$ cat config.mk
export PLATFORM = sky130hd
export DESIGN_NAME = modbus_rtu_response_checker_top
export DESIGN_NICKNAME = d
export VERILOG_FILES = /design/src/sv/mrc_pkg.sv /design/src/sv/mrc_front.sv /design/src/sv/mrc_queue.sv /design/src/sv/mrc_back.sv /design/src/sv/modbus_rtu_response_checker_top.sv
export SDC_FILE = /design/constraint.sdc
export NUM_CORES = 1
export LEC_CHECK = 0
export BUFFER_PORTS_ARGS = -buffer_cell sky130_fd_sc_hd__buf_2
export CAP_MARGIN = 10
export CORE_ASPECT_RATIO = 1.25
export CORE_MARGIN = 2
export CORE_UTILIZATION = 55
export DETAILED_ROUTE_END_ITERATION = 8
export GPL_TIMING_DRIVEN = 1
export PLACE_DENSITY = 0.83
export SYNTH_ARGS = -nofsm -noshare
export SYNTH_HDL_FRONTEND = slang
export SYNTH_SLANG_ARGS = --single-unit
$ cat constraint.sdc
create_clock -name i_clk -period 9.3 [get_ports i_clk]
set_input_delay 2.325 -clock i_clk [delete_from_list [all_inputs] [get_ports i_clk]]
set_output_delay 2.325 -clock i_clk [all_outputs]
set_load 0.005 [all_outputs]
$ cat src/sv/mrc_pkg.sv
package mrc_pkg;

    localparam logic [15:0] CRC_POLY = 16'hA001;
    localparam logic [15:0] CRC_INIT = 16'hFFFF;
    localparam logic [7:0] FUNC_EXC_BIT = 8'h80;
    localparam logic [8:0] MIN_FRAME_LEN = 9'd5;
    // first payload position (after slave, function and count bytes)
    localparam logic [9:0] PAYLOAD_START = 10'd3;

    localparam int QUEUE_DEPTH = 4;
    localparam int QUEUE_AW = 2;

    typedef enum logic [1:0] {
        ST_OK         = 2'd0,
        ST_CRC_ERR    = 2'd1,
        ST_FORMAT_ERR = 2'd2,
        ST_EXCEPTION  = 2'd3
    } t_status;

    localparam logic KIND_PAYLOAD = 1'b0;
    localparam logic KIND_STATUS = 1'b1;

    // everything one accepted byte causes at the output
    typedef struct packed {
        logic       has_pay;
        logic       has_status;
        logic [7:0] pay_byte;
        t_status    status;
        logic [7:0] exc_code;
        logic [7:0] slave;
        logic [7:0] func;
        logic [7:0] count;
        logic [8:0] len;
        logic [15:0] rcrc;
    } t_rec;

    function automatic logic [15:0] crc_feed(input logic [15:0] c_in, input logic [7:0] b);
        logic [15:0] c;
        c = c_in ^ {8'h00, b};
        for (int k = 0; k < 8; k++) begin
            c = c[0] ? ((c >> 1) ^ CRC_POLY) : (c >> 1);
        end
        return c;
    endfunction

endpackage

$ cat src/sv/mrc_front.sv
module mrc_front #(
    parameter int MAX_FRAME_BYTES = 256
) (
    input  logic          i_clk,
    input  logic          i_rst_n,
    input  logic          i_valid,
    output logic          o_ready,
    input  logic [7:0]    i_byte,
    input  logic          i_eof,
    output logic          o_push,
    output mrc_pkg::t_rec o_rec,
    input  logic          i_full
);
    import mrc_pkg::*;

    localparam logic [8:0] MAX_LEN = 9'(MAX_FRAME_BYTES);

    logic [15:0] r_crc, n_crc;
    logic [8:0]  r_idx, n_idx;
    logic [7:0]  r_d0, n_d0, r_d1, n_d1;
    logic [7:0]  r_slave, n_slave, r_func, n_func, r_count, n_count;

    logic [15:0] crc_fed;
    logic [15:0] rcrc;
    logic [8:0]  len;
    logic        feed;
    logic        pay;
    logic        accept;
    t_status     st;

    assign o_ready = !i_full;
    assign accept = i_valid && o_ready;
    // only bytes that cause a result go into the queue
    assign o_push = accept && (pay || i_eof);

    always_comb begin
        n_slave = (r_idx == 9'd0) ? i_byte : r_slave;
        n_func  = (r_idx == 9'd1) ? i_byte : r_func;
        n_count = (r_idx == 9'd2) ? i_byte : r_count;

        // oldest byte of the delay line enters the crc once two bytes are held back
        feed = (r_idx >= 9'd2);
        crc_fed = feed ? crc_feed(r_crc, r_d1) : r_crc;
        pay = feed && (r_idx < MAX_LEN)
            && ({1'b0, r_idx} >= PAYLOAD_START + 10'd2)
            && ({1'b0, r_idx} < PAYLOAD_START + 10'd2 + {2'b00, n_count});

        len = (r_idx == MAX_LEN) ? MAX_LEN : r_idx + 9'd1;
        rcrc = {i_byte, (r_idx >= 9'd1) ? r_d0 : 8'h00};

        if ((len < MIN_FRAME_LEN) || (crc_fed != rcrc)) begin
            st = ST_CRC_ERR;
        end else if (len == MIN_FRAME_LEN) begin
            st = ((n_func & FUNC_EXC_BIT) == 8'h00) ? ST_FORMAT_ERR : ST_EXCEPTION;
        end else begin
            st = ST_OK;
        end

        o_rec.has_pay    = pay;
        o_rec.has_status = i_eof;
        o_rec.pay_byte   = r_d1;
        o_rec.status     = st;
        o_rec.exc_code   = (st == ST_EXCEPTION) ? n_count : 8'h00;
        o_rec.slave      = n_slave;
        o_rec.func       = n_func;
        o_rec.count      = n_count;
        o_rec.len        = len;
        o_rec.rcrc       = rcrc;

        n_crc = r_crc;
        n_idx = r_idx;
        n_d0 = r_d0;
        n_d1 = r_d1;
        if (accept) begin
            if (i_eof) begin
                n_crc = CRC_INIT;
                n_idx = 9'd0;
                n_d0 = 8'h00;
                n_d1 = 8'h00;
                n_slave = 8'h00;
                n_func = 8'h00;
                n_count = 8'h00;
            end else begin
                n_crc = crc_fed;
                n_idx = (r_idx < MAX_LEN) ? r_idx + 9'd1 : r_idx;
                n_d1 = r_d0;
                n_d0 = i_byte;
            end
        end else begin
            n_slave = r_slave;
            n_func = r_func;
            n_count = r_count;
        end
    end

    always_ff @(posedge i_clk) begin
        if (!i_rst_n) begin
            r_crc <= CRC_INIT;
            r_idx <= 9'd0;
            r_d0 <= 8'h00;
            r_d1 <= 8'h00;
            r_slave <= 8'h00;
            r_func <= 8'h00;
            r_count <= 8'h00;
        end else begin
            r_crc <= n_crc;
            r_idx <= n_idx;
            r_d0 <= n_d0;
            r_d1 <= n_d1;
            r_slave <= n_slave;
            r_func <= n_func;
            r_count <= n_count;
        end
    end

endmodule

$ cat src/sv/mrc_queue.sv
module mrc_queue (
    input  logic          i_clk,
    input  logic          i_rst_n,
    input  logic          i_push,
    input  mrc_pkg::t_rec i_rec,
    output logic          o_full,
    input  logic          i_pop,
    output logic          o_empty,
    output mrc_pkg::t_rec o_rec
);
    import mrc_pkg::*;

    t_rec r_mem [QUEUE_DEPTH];
    logic [QUEUE_AW-1:0] r_wr, r_rd;
    logic [QUEUE_AW:0]   r_cnt;

    assign o_full = (r_cnt == (QUEUE_AW+1)'(QUEUE_DEPTH));
    assign o_empty = (r_cnt == '0);
    assign o_rec = r_mem[r_rd];

    always_ff @(posedge i_clk) begin
        if (i_push) begin
            r_mem[r_wr] <= i_rec;
        end
    end

    always_ff @(posedge i_clk) begin
        if (!i_rst_n) begin
            r_wr <= '0;
            r_rd <= '0;
            r_cnt <= '0;
        end else begin
            if (i_push) begin
                r_wr <= r_wr + 1'b1;
            end
            if (i_pop) begin
                r_rd <= r_rd + 1'b1;
            end
            unique case ({i_push, i_pop})
                2'b10:   r_cnt <= r_cnt + 1'b1;
                2'b01:   r_cnt <= r_cnt - 1'b1;
                default: r_cnt <= r_cnt;
            endcase
        end
    end

endmodule

$ cat src/sv/mrc_back.sv
module mrc_back (
    input  logic          i_clk,
    input  logic          i_rst_n,
    input  logic          i_empty,
    input  mrc_pkg::t_rec i_rec,
    output logic          o_pop,
    output logic          o_valid,
    input  logic          i_ready,
    output logic          o_kind,
    output logic          o_last,
    output logic [7:0]    o_data_byte,
    output logic [1:0]    o_status,
    output logic [7:0]    o_exc,
    output logic [7:0]    o_slave,
    output logic [7:0]    o_func,
    output logic [7:0]    o_count,
    output logic [8:0]    o_len,
    output logic [15:0]   o_rcrc
);
    import mrc_pkg::*;

    logic r_valid;
    logic r_second;    // payload of a two-result item already sent
    logic r_kind, r_last;
    logic [7:0] r_data, r_exc, r_slave, r_func, r_count;
    logic [1:0] r_status;
    logic [8:0] r_len;
    logic [15:0] r_rcrc;

    logic load;
    logic send_status;

    assign load = !i_empty && (!r_valid || i_ready);
    assign send_status = r_second || !i_rec.has_pay;
    // two-result items stay at the head until their status result is loaded
    assign o_pop = load && (send_status || !i_rec.has_status);

    always_ff @(posedge i_clk) begin
        if (!i_rst_n) begin
            r_valid <= 1'b0;
            r_second <= 1'b0;
        end else begin
            if (load) begin
                r_valid <= 1'b1;
                r_second <= !o_pop;
            end else if (i_ready) begin
                r_valid <= 1'b0;
            end
        end
    end

    always_ff @(posedge i_clk) begin
        if (load) begin
            if (send_status) begin
                r_kind <= KIND_STATUS;
                r_last <= 1'b1;
                r_data <= 8'h00;
                r_status <= i_rec.status;
                r_exc <= i_rec.exc_code;
                r_slave <= i_rec.slave;
                r_func <= i_rec.func;
                r_count <= i_rec.count;
                r_len <= i_rec.len;
                r_rcrc <= i_rec.rcrc;
            end else begin
                r_kind <= KIND_PAYLOAD;
                r_last <= !i_rec.has_status;
                r_data <= i_rec.pay_byte;
                r_status <= ST_OK;
                r_exc <= 8'h00;
                r_slave <= 8'h00;
                r_func <= 8'h00;
                r_count <= 8'h00;
                r_len <= 9'd0;
                r_rcrc <= 16'h0000;
            end
        end
    end

    assign o_valid = r_valid;
    assign o_kind = r_kind;
    assign o_last = r_last;
    assign o_data_byte = r_data;
    assign o_status = r_status;
    assign o_exc = r_exc;
    assign o_slave = r_slave;
    assign o_func = r_func;
    assign o_count = r_count;
    assign o_len = r_len;
    assign o_rcrc = r_rcrc;

endmodule

$ cat src/sv/modbus_rtu_response_checker_top.sv
// channel   dir  tdata                              tuser        tlast
// s_axis    in   [7:0] rx_byte                      -            end_of_frame
// m_axis    out  payload byte / frame status, 72b   result_kind  final_result
//
// one byte accepted per cycle unless queue is full; its crc is one unrolled step
// a last byte that also releases a payload byte yields two items on m_axis, one
// after the other; a four-entry queue between front and back absorbs that
// a result is written to the queue, then loaded into the back end's output register
// synchronous active-low reset returns the crc, delay line and header to idle
// s_axis_tready drops only while the queue is full
module modbus_rtu_response_checker_top #(
    parameter int MAX_FRAME_BYTES = 256
) (
    input  logic        i_clk,
    input  logic        i_rst_n,
    input  logic        s_axis_tvalid,
    output logic        s_axis_tready,
    input  logic [7:0]  s_axis_tdata,   // [7:0] rx_byte
    input  logic        s_axis_tlast,
    output logic        m_axis_tvalid,
    input  logic        m_axis_tready,
    // [7:0] data_byte, [9:8] status, [17:10] exception_code, [25:18] slave_address,
    // [33:26] reply_function, [41:34] payload_count, [50:42] frame_length,
    // [66:51] received_crc, [71:67] zero
    output logic [71:0] m_axis_tdata,
    output logic        m_axis_tuser,   // [0] result_kind
    output logic        m_axis_tlast
);
    import mrc_pkg::*;

    t_rec front_rec, head_rec;
    logic push, full, pop, empty;
    logic [7:0] data_byte, exc, slave, func, count;
    logic [1:0] status;
    logic [8:0] len;
    logic [15:0] rcrc;

    mrc_front #(
        .MAX_FRAME_BYTES(MAX_FRAME_BYTES)
    ) u_front (
        .i_clk(i_clk),
        .i_rst_n(i_rst_n),
        .i_valid(s_axis_tvalid),
        .o_ready(s_axis_tready),
        .i_byte(s_axis_tdata),
        .i_eof(s_axis_tlast),
        .o_push(push),
        .o_rec(front_rec),
        .i_full(full)
    );

    mrc_queue u_queue (
        .i_clk(i_clk),
        .i_rst_n(i_rst_n),
        .i_push(push),
        .i_rec(front_rec),
        .o_full(full),
        .i_pop(pop),
        .o_empty(empty),
        .o_rec(head_rec)
    );

    mrc_back u_back (
        .i_clk(i_clk),
        .i_rst_n(i_rst_n),
        .i_empty(empty),
        .i_rec(head_rec),
        .o_pop(pop),
        .o_valid(m_axis_tvalid),
        .i_ready(m_axis_tready),
        .o_kind(m_axis_tuser),
        .o_last(m_axis_tlast),
        .o_data_byte(data_byte),
        .o_status(status),
        .o_exc(exc),
        .o_slave(slave),
        .o_func(func),
        .o_count(count),
        .o_len(len),
        .o_rcrc(rcrc)
    );

    assign m_axis_tdata = {5'b00000, rcrc, len, count, func, slave, exc, status, data_byte};

endmodule
==> run_results.csv, run 1 <==
group,metric,value,unit
detailed_routing,first_pass_iters,5,
critical_path,cp_data_required_time,9470,ps
layout,layout-drive-gt1-share,22.2,%
grt,grt_usage,21.8,%
timing,finalSetupTns,0,ps
critical_path,path_common_cell,"buf_4",
layout,syn_to_final_growth,12.0,%
die,dieArea,33000,sq um
logic_synthesis,syn_inst,1072,
detailed_routing,drc_errors,0,
die,rows,72,
logic_synthesis,synth_top_family_by_area,"multiplexers",
power_and_ir_drop,ir_drop,0.290,mV
run_status,status,"finished, final reports clean",
timing,max_slew.worst_pin.slew,1150,ps
critical_path,path_cells,"buf_2 -> mux2i_1 -> or3_1 -> nor3_1 -> xnor2_1 -> ha_1 -> a21o_1 -> a2111oi_0 -> o21a_1 -> o31ai_2 -> buf_4 -> nor2_4 -> buf_4",
detailed_routing,drt_iter0_markers,971,
logic_synthesis,synth_edf_count,345,
layout,layout.nets,1185,
timing,min_period,6400,ps
clock_tree,cts_buffers,40,
logic_synthesis,yosys_warnings,0,
timing,drv_slew,0,
logic_synthesis,synth-xor-area-share,3.38,%
detailed_routing,postRouteAntennaNets,0,
grt,grt_max_degree,76,
timing,max_freq,0.156,GHz
critical_path,end_kind,"flop",
critical_path,crit_type,"input pin to flop",
place,portBuffers,83,
logic_synthesis,synth_compound_area_share,4.72,%
die,die_h,203,um
die,start_util,56.1,%
clock_tree,path_clk_slew,60,ps
timing,setup_viol,0,
detailed_routing,vias,9428,
power_and_ir_drop,fin_total_pwr,0.00498,W
logic_synthesis,synth_area,17400,sq um
logic_synthesis,ys.flop_type,"edfxtp_1",
worst_hold_path,holdCritPathClass,"flop to flop",
logic_synthesis,yosysTopAreaCell,"edfxtp_1",
detailed_routing,via_per_inst,5.93,
logic_synthesis,synth_top_area_share,59.6,%
clock_tree,clk_latency,530,ps
logic_synthesis,synthMuxAreaShare,11.0,%
clock_tree,clock_sinks,421,
critical_path,cp_max_fo,41,
power_and_ir_drop,power_density,256,nW/um^2
grt,grt_pass1_wl,54.5,mm
grt,grt_overflow_total,0,
power_and_ir_drop,p_leak,6.58,nW
detailed_routing,drt-wirelength-per-cell,22.1,um
critical_path,crit-reg2reg-launch,"u_front.r_idx[8]",
clock_tree,cts-hold-fix-buffers,0,
logic_synthesis,seq_area_frac_synth,68.4,%
logic_synthesis,synth_fa_ha_area_share,1.34,%
critical_path,rr_worst_depth,15,
critical_path,critical_path.startpoint_type,"input pin",
clock_tree,cts_root_buffer,"clkbuf_16",
logic_synthesis,syn_area_per_cell,16.2,sq um
logic_synthesis,ys_top_cells_by_area,"edfxtp_1, mux4_2, dfxtp_1, and2_1, xnor2_1",
worst_hold_path,min_to,"u_back.o_valid",
clock_tree,cts_tree,"built",
worst_hold_path,hold_depth,2,
place,placed_cells,1518,
timing,rsz0062_at_grt,"false",
place,gp_routability_congestion,0.902,
detailed_routing,finalWirelength,35.2,mm
timing,post-route-period-util,68.8,%
logic_synthesis,async_reset_ff_share,0,%
die,die_x,163,um
timing,maxSlewHeadroom,21.9,%
critical_path,reg2reg_to,"u_queue.r_mem[0][50]",
clock_tree,cts_buffer_depth,3,
timing,hold_viol,0,
timing,finalHoldWorstSlack,523,ps
worst_hold_path,hold_start,"u_back.o_valid",
run,drv_cap,0,
logic_synthesis,synth_seq_cells,421,
critical_path,arrival,6570,ps
clock_tree,cts_max_level,2,
layout,fillCellCount,2169,
logic_synthesis,synth_cell_type_count,63,
clock_tree,post_cts_buffers,0,
place,place_hpwl,20.6,mm
clock_tree,cts_resized,0,
grt,grt_pass1_vias,9543,
die,core-area,31000,sq um
layout,num_antenna_cells,0,
grt,antenna_found_initial,0,
critical_path,cp_slowest_cell,"nor2_4",
layout,fin_cells,1591,
critical_path,slowest_delay,780,ps
logic_synthesis,synth_simple_gate_area_share,8.94,%
critical_path,ff2ff_setup_slack,3170,ps
die,boundaryPins,89,
timing,worst_clock_skew,8.63,ps
==> synth_stat cells (5+ instances only) <==
cell type and n:
inv_1 28, or3_1 8, xor2_1 14, nor3_1 13, and3_1 17, edfxtp_1 345, a22oi_1 26, mux2i_1 12
xnor2_1 37, mux4_2 69, o22ai_1 14, and2_1 80, nor2b_1 51, ha_1 17, clkbuf_1 43, mux2_2 21
nand4_1 7, buf_1 6, nor2_1 22, nand3_1 10, a21oi_1 27, nor4_1 9, buf_4 7, dfxtp_1 76
nand2_1 31, a21boi_0 5, o21ai_0 11
==> power breakdown <==
| part | leakage, nW | internal [W] | switching [W] | total (W) |
|---|---|---|---|---|
| clock | 0.619 | 0.000901 | 0.000660 | 0.00156 |
| combinational | 2.17 | 0.000414 | 0.000528 | 0.000942 |
| sequential | 3.78 | 0.00238 | 0.0000931 | 0.00247 |
| total | 6.58 | 0.00369 | 0.00128 | 0.00498 |
==> per-stage QoR <==
stage / instance area [sq um] / setup slack [ps] / utilization (%)
final: 19500 / 2900 / 62.8
after floorplan: 17400 / 1460 / -
after global routing: 19500 / 2620 / 62.8
after detailed placement: 18200 / 2300 / 58.7
after global placement: 18200 / 2480 / 58.7
after CTS: 19400 / 2900 / 62.8
==> worst max path at each step <==
stage,from,to,cells after the start
floorplan,s_axis_tdata[3],u_queue.r_mem[0][0],10
global placement,s_axis_tdata[3],u_queue.r_mem[0][50],13
detailed placement,s_axis_tdata[3],u_queue.r_mem[0][49],13
CTS,s_axis_tdata[3],u_queue.r_mem[0][50],13
global route,s_axis_tdata[3],u_queue.r_mem[0][50],13
finish,s_axis_tdata[5],u_queue.r_mem[0][50],13
==> routing by layer <==
layer / share of wire, % / wire [um] / global-route usage [%] / vias to the layer above
met4: 3.0 / 1070 / 8.44 / 0
li1: - / - / - / 4251
met3: 6.1 / 2130 / 3.58 / 79
met1: 39 / 13900 / 28.4 / 4757
met2: 51 / 18100 / 37.0 / 341
met5: 0 / 0 / 0 / -
==> critical path: cells and delay by family <==
| kind | cells | cell delay, ps |
|---|---|---|
| AO/OA/AOI/OAI | 4 | 1020 |
| AND/OR/NAND/NOR | 3 | 1440 |
| XOR/XNOR | 1 | 150 |
| adder cells (fa/ha/maj) | 1 | 270 |
| multiplexers | 1 | 190 |
| buffers and inverters | 3 | 1130 |
==> final cells by class <==
| class | instances | area (sq um) | share of cell area, % |
|---|---|---|---|
| clock buffer | 49 | 1070 | 5.48 |
| clock inverter | 23 | 195 | 1.00 |
| inverter | 28 | 105 | 0.540 |
| multi-input combinational | 565 | 5170 | 26.6 |
| sequential | 421 | 11900 | 61.1 |
| tap | 407 | 509 | 2.62 |
| timing repair buffer | 98 | 528 | 2.71 |
==> cell families after synthesis <==
kind of cell	count (synthesis)
compound gates	117
xor+xnor	57
buf+inv	90
other cells	1
mux	102
fa+ha+maj	18
simple gates	266
flops	421
==> cells in the final DEF, fill, tap and decap left out, types with 21 or more instances in the layout <==
master       n
a21oi_1     26
a22oi_1     26
and2_1      80
buf_2       83
clkbuf_16   41
dfxtp_1     74
edfxtp_1   345
inv_1       28
mux2_2      21
mux4_2      69
nand2_1     31
nor2b_1     51
xnor2_1     37
==> state kept, by name (all words and copies together), names as in the netlist, 9 cells and up, named ones only <==
register,count
u_front.r_idx,9
u_front.r_crc,16
u_queue.r_mem,276
u_back.o_len,9
u_back.o_rcrc,16
(Power assumes the default switching activity.)
==> run 2, diff against run 1 <==
==> constraint.sdc (replaced) <==
create_clock -name i_clk -period 6.68 [get_ports i_clk]
set_input_delay 1.67 -clock i_clk [delete_from_list [all_inputs] [get_ports i_clk]]
set_output_delay 1.67 -clock i_clk [all_outputs]
set_load 0.005 [all_outputs]
==> run_results.csv, run 2 (synthesized netlist as in run 1, its figures left out) <==
group,metric,value,unit
timing,finalHoldWorstSlack,532,ps
clock_tree,cts_buffers,39,
timing,maxSlewHeadroom,19.2,%
clock_tree,path_clk_slew,60,ps
layout,largest_register,"u_queue.r_mem",
clock_tree,cts_max_level,2,
critical_path,path_common_cell,"buf_4",
clock_tree,clk_latency,530,ps
timing,drv_slew,0,
timing,hold_viol,0,
timing,worst_clock_skew,15.3,ps
clock_tree,cts_tree,"built",
critical_path,cp_max_fo,25,
critical_path,end_kind,"flop",
clock_tree,post_cts_buffers,0,
detailed_routing,drt-wirelength-per-cell,21.7,um
grt,grt_pass1_wl,53.5,mm
place,place_hpwl,21.0,mm
die,start_util,56.1,%
timing,min_period,5640,ps
clock_tree,cts-hold-fix-buffers,0,
detailed_routing,postRouteAntennaNets,0,
detailed_routing,drc_errors,0,
grt,grt_max_degree,76,
timing,max_slew.worst_pin.slew,1210,ps
critical_path,cp_slowest_cell,"or4_4",
layout,layout_commonest_cell,"edfxtp_1",
grt,antenna_found_initial,4,
die,die_x,163,um
layout,multi_input_area,5170,sq um
layout,syn_to_final_growth,12.5,%
die,boundaryPins,89,
layout,layout.nets,1185,
grt,grt_pass1_vias,9627,
critical_path,crit_type,"flop to flop",
clock_tree,clock_sinks,421,
critical_path,cp_data_required_time,6860,ps
critical_path,critical_path.startpoint_type,"flop",
clock_tree,cts_resized,0,
layout,layout-drive-gt1-share,22.7,%
worst_hold_path,holdCritPathClass,"flop to flop",
detailed_routing,finalWirelength,34.6,mm
die,die_h,203,um
critical_path,path_cells,"or4_4 -> nor2_1 -> nand3_2 -> mux2i_1 -> or3_1 -> nor3_1 -> xnor2_1 -> ha_1 -> a21o_1 -> a2111oi_0 -> o21a_1 -> o31ai_2 -> buf_4 -> nor2_4 -> buf_4",
layout,seqCellArea,11900,sq um
timing,rsz0062_at_grt,"false",
timing,max_freq,0.177,GHz
grt,grt_usage,21.2,%
run_status,status,"finished, final reports clean",
detailed_routing,drt_iter0_markers,856,
critical_path,slowest_delay,630,ps
place,gp_routability_congestion,0.895,
critical_path,arrival,5810,ps
die,dieArea,33000,sq um
power_and_ir_drop,power_density,357,nW/um^2
detailed_routing,vias,9441,
layout,largest_reg_flops,276,
power_and_ir_drop,p_leak,6.61,nW
die,core-area,31000,sq um
timing,setup_viol,0,
grt,grt_overflow_total,0,
layout,fillCellCount,2163,
power_and_ir_drop,ir_drop,0.260,mV
place,portBuffers,83,
detailed_routing,first_pass_iters,7,
detailed_routing,via_per_inst,5.93,
run,drv_cap,0,
timing,finalSetupTns,0,ps
timing,post-route-period-util,84.4,%
clock_tree,cts_root_buffer,"clkbuf_16",
die,rows,72,
layout,final_cell_mix,"edfxtp_1, buf_2, and2_1, dfxtp_1, mux4_2",
clock_tree,cts_buffer_depth,3,
## run 2: cell types whose count changed in the layout (fill, tap and decap cells not counted)
cell | before | now
buf_12 | 0 | 3
buf_4 | 15 | 13
inv_6 | 0 | 2
clkinv_1 | 9 | 3
diode_2 | 0 | 1
clkinvlp_4 | 1 | 2
clkinv_4 | 2 | 0
inv_8 | 1 | 0
clkbuf_8 | 1 | 6
## run 2: path summary, 6_finish.rpt
| path | from | to | slack [ps] | cells past startpoint |
|---|---|---|---|---|
| max reg2reg | u_front.r_idx[8] | u_queue.r_mem[2][4] | 1040 | 15 |
| min reg2reg | u_front.r_slave[3] | u_front.r_slave[3] | 530 | 2 |
| min | u_front.r_slave[3] | u_front.r_slave[3] | 530 | 2 |
| max | u_front.r_idx[8] | u_queue.r_mem[2][4] | 1040 | 15 |
## run 2: worst max-delay path, delay by kind of cell (launching register included)
family	cells	cell delay, ps
adder cells (fa/ha/maj)	1	260
buffers and inverters	2	690
multiplexers	1	300
AND/OR/NAND/NOR	6	2340
flip-flops	1	480
AO/OA/AOI/OAI	4	1000
XOR/XNOR	1	160
## run 2: per-stage QoR
step	util [%]	cells	cell area [sq um]	power [W]	setup slack, ps
after global placement	58.8	1519	18200	0.00479	993
after CTS	63.0	1590	19500	0.00705	1080
after detailed placement	58.8	1519	18200	0.00484	901
final	63.1	1592	19500	0.00697	1040
after floorplan	-	1076	17400	0.00432	-505
after global routing	63.1	1592	19500	0.00727	800
## run 2: final cells by class
cell class | instances | share of cell area [%]
tap | 407 | 2.61
inverter | 28 | 0.538
clock buffer | 54 | 5.81
clock inverter | 17 | 0.864
multi-input combinational | 565 | 26.4
antenna | 1 | 0.0128
sequential | 421 | 60.8
timing repair buffer | 99 | 2.93
## run 2: layer usage
layer  routed length, um  global-route usage [%]  vias up
met5                  15                       0        -
met4                1090                    8.82        2
met3                2040                    2.94       80
met2               17800                    36.4      349
met1               13600                    27.4     4762
li1                    -                       -     4248
## run 2: power breakdown
part	switching, W	internal (W)	total (W)
combinational	0.000723	0.000584	0.00131
sequential	0.000131	0.00331	0.00344
clock	0.000916	0.00131	0.00223
==> run 3, diff against run 2 <==
==> constraint.sdc (replaced) <==
create_clock -name i_clk -period 5.5 [get_ports i_clk]
set_input_delay 1.375 -clock i_clk [delete_from_list [all_inputs] [get_ports i_clk]]
set_output_delay 1.375 -clock i_clk [all_outputs]
set_load 0.005 [all_outputs]
==> run_results.csv, run 3 (synthesized netlist as in run 1, its figures left out) <==
group,metric,value,unit
die,rows,72,
clock_tree,cts_tree,"built",
clock_tree,cts_root_buffer,"clkbuf_16",
detailed_routing,drt-wirelength-per-cell,22.5,um
critical_path,path_cells,"or4_4 -> nor2_1 -> nand3_2 -> mux2_2 -> ha_1 -> nor2_1 -> nor2_1 -> xnor2_1 -> ha_1 -> and4_1 -> a221o_1 -> a31oi_1 -> o31ai_4 -> ha_1 -> inv_1 -> fa_1 -> xor2_1 -> or3_1 -> a21boi_0",
power_and_ir_drop,ir_drop,0.373,mV
critical_path,crit_type,"flop to flop",
timing,min_period,5220,ps
timing,post-route-worst-setup-slack,281,ps
critical_path,cp_max_fo,11,
detailed_routing,vias,9573,
layout,layout.nets,1195,
grt,grt_pass1_vias,9819,
clock_tree,cts_buffer_depth,3,
layout,multi_input_area,5180,sq um
place,gp_routability_congestion,0.948,
place,portBuffers,83,
timing,setup_viol,0,
clock_tree,cts_buffers,38,
timing,maxSlewHeadroom,19.6,%
place,placed_area,18300,sq um
grt,grt_pass1_wl,55.6,mm
layout,final_cell_mix,"edfxtp_1, buf_2, and2_1, dfxtp_1, mux4_2",
critical_path,critPathTopFamily,"simple AND/OR/NAND/NOR gates",
critical_path,slowest_delay,660,ps
layout,final_util,63.2,%
grt,grt_usage,22.3,%
place,place_hpwl,21.7,mm
timing,hold_viol,0,
detailed_routing,finalWirelength,36.0,mm
clock_tree,clock_sinks,421,
worst_hold_path,hold_start,"u_back.o_valid",
detailed_routing,drc_errors,0,
layout,seqCellArea,11900,sq um
power_and_ir_drop,power_density,428,nW/um^2
run,drv_cap,0,
grt,antenna_found_initial,1,
clock_tree,cts_max_level,2,
layout,fillCellCount,2145,
clock_tree,path_clk_slew,60,ps
grt,grt_max_degree,76,
grt,grt_overflow_total,0,
power_and_ir_drop,fin_total_pwr,0.00838,W
place,dp_slack,190,ps
layout,layout_commonest_cell,"edfxtp_1",
place,placed_cells,1531,
timing,max_slew.worst_pin.slew,1210,ps
critical_path,cp_data_required_time,5960,ps
die,die_h,203,um
detailed_routing,drt_iter0_markers,838,
critical_path,cp-startpoint,"u_front.r_idx[2]",
layout,layout-drive-gt1-share,23.0,%
timing,drv_slew,0,
layout,largest_register,"u_queue.r_mem",
layout,syn_to_final_growth,12.7,%
power_and_ir_drop,p_leak,6.62,nW
timing,worst_clock_skew,15.2,ps
detailed_routing,via_per_inst,5.98,
layout,fin_cells,1600,
die,core-area,31000,sq um
die,start_util,56.1,%
timing,max_freq,0.192,GHz
timing,post-route-period-util,94.9,%
worst_hold_path,holdCritPathClass,"flop to flop",
critical_path,end_kind,"flop",
die,dieArea,33000,sq um
layout,largest_reg_flops,276,
die,die_x,163,um
critical_path,cp_slowest_cell,"or4_4",
critical_path,arrival,5680,ps
layout,final_area,19600,sq um
critical_path,path_buf_inv,1,
run_status,status,"finished, final reports clean",
clock_tree,clk_latency,530,ps
clock_tree,post_cts_buffers,0,
detailed_routing,postRouteAntennaNets,0,
die,boundaryPins,89,
detailed_routing,first_pass_iters,6,
critical_path,crit-reg2reg-launch,"u_front.r_idx[2]",
layout,num_antenna_cells,0,
critical_path,critical_path.startpoint_type,"flop",
-- run 3: what timing repair did --
action,4_1_cts,5_1_grt
endpoints found under the hold margin,0,0
endpoints found under the setup margin,0,62
gates resized for setup,0,2
hold buffers,0,0
-- run 3: final cells by class --
type	instances	share of cell area [%]
Clock buffer	51	5.32
Clock inverter	18	0.889
Inverter	28	0.537
Multi-Input combinational cell	565	26.5
Sequential cell	421	60.7
Tap cell	407	2.60
Timing Repair Buffer	110	3.48
-- run 3: path summary, 6_finish.rpt --
check,slack [ps],cells after the start,end
hold / removal,520,2,u_back.o_valid
setup / recovery,280,19,u_queue.r_cnt[2]
setup reg to reg,280,19,u_queue.r_cnt[2]
hold reg to reg,520,2,u_back.o_valid
-- run 3: worst register-to-register path: cells and delay by family, from the launching register on --
kind	cells	cell delay (ps)
AND/OR/NAND/NOR	7	1930
adder cells (fa/ha/maj)	4	1190
flip-flops	1	430
AO/OA/AOI/OAI	4	800
XOR/XNOR	2	320
buffers and inverters	1	70
multiplexers	1	450
-- run 3: stage by stage --
step / hold slack (ps) / TNS, ps
finish: 522 / 0
global route: 554 / -211
CTS: 525 / 0
detailed placement: 506 / 0
global placement: 497 / 0
floorplan: 478 / -140030
-- run 3: routing by layer --
layer	wire length (um)	GRT usage [%]	vias up
li1	-	-	4273
met1	14100	27.8	4853
met2	18600	38.2	354
met3	2050	4.31	91
met4	1250	9.13	2
met5	9	0	-
-- run 3: power breakdown --
group / switching [W] / leakage [nW] / internal (W)
combinational: 0.000948 / 2.25 / 0.000720
clock: 0.00110 / 0.584 / 0.00148
sequential: 0.000115 / 3.78 / 0.00402
total: 0.00216 / 6.62 / 0.00622
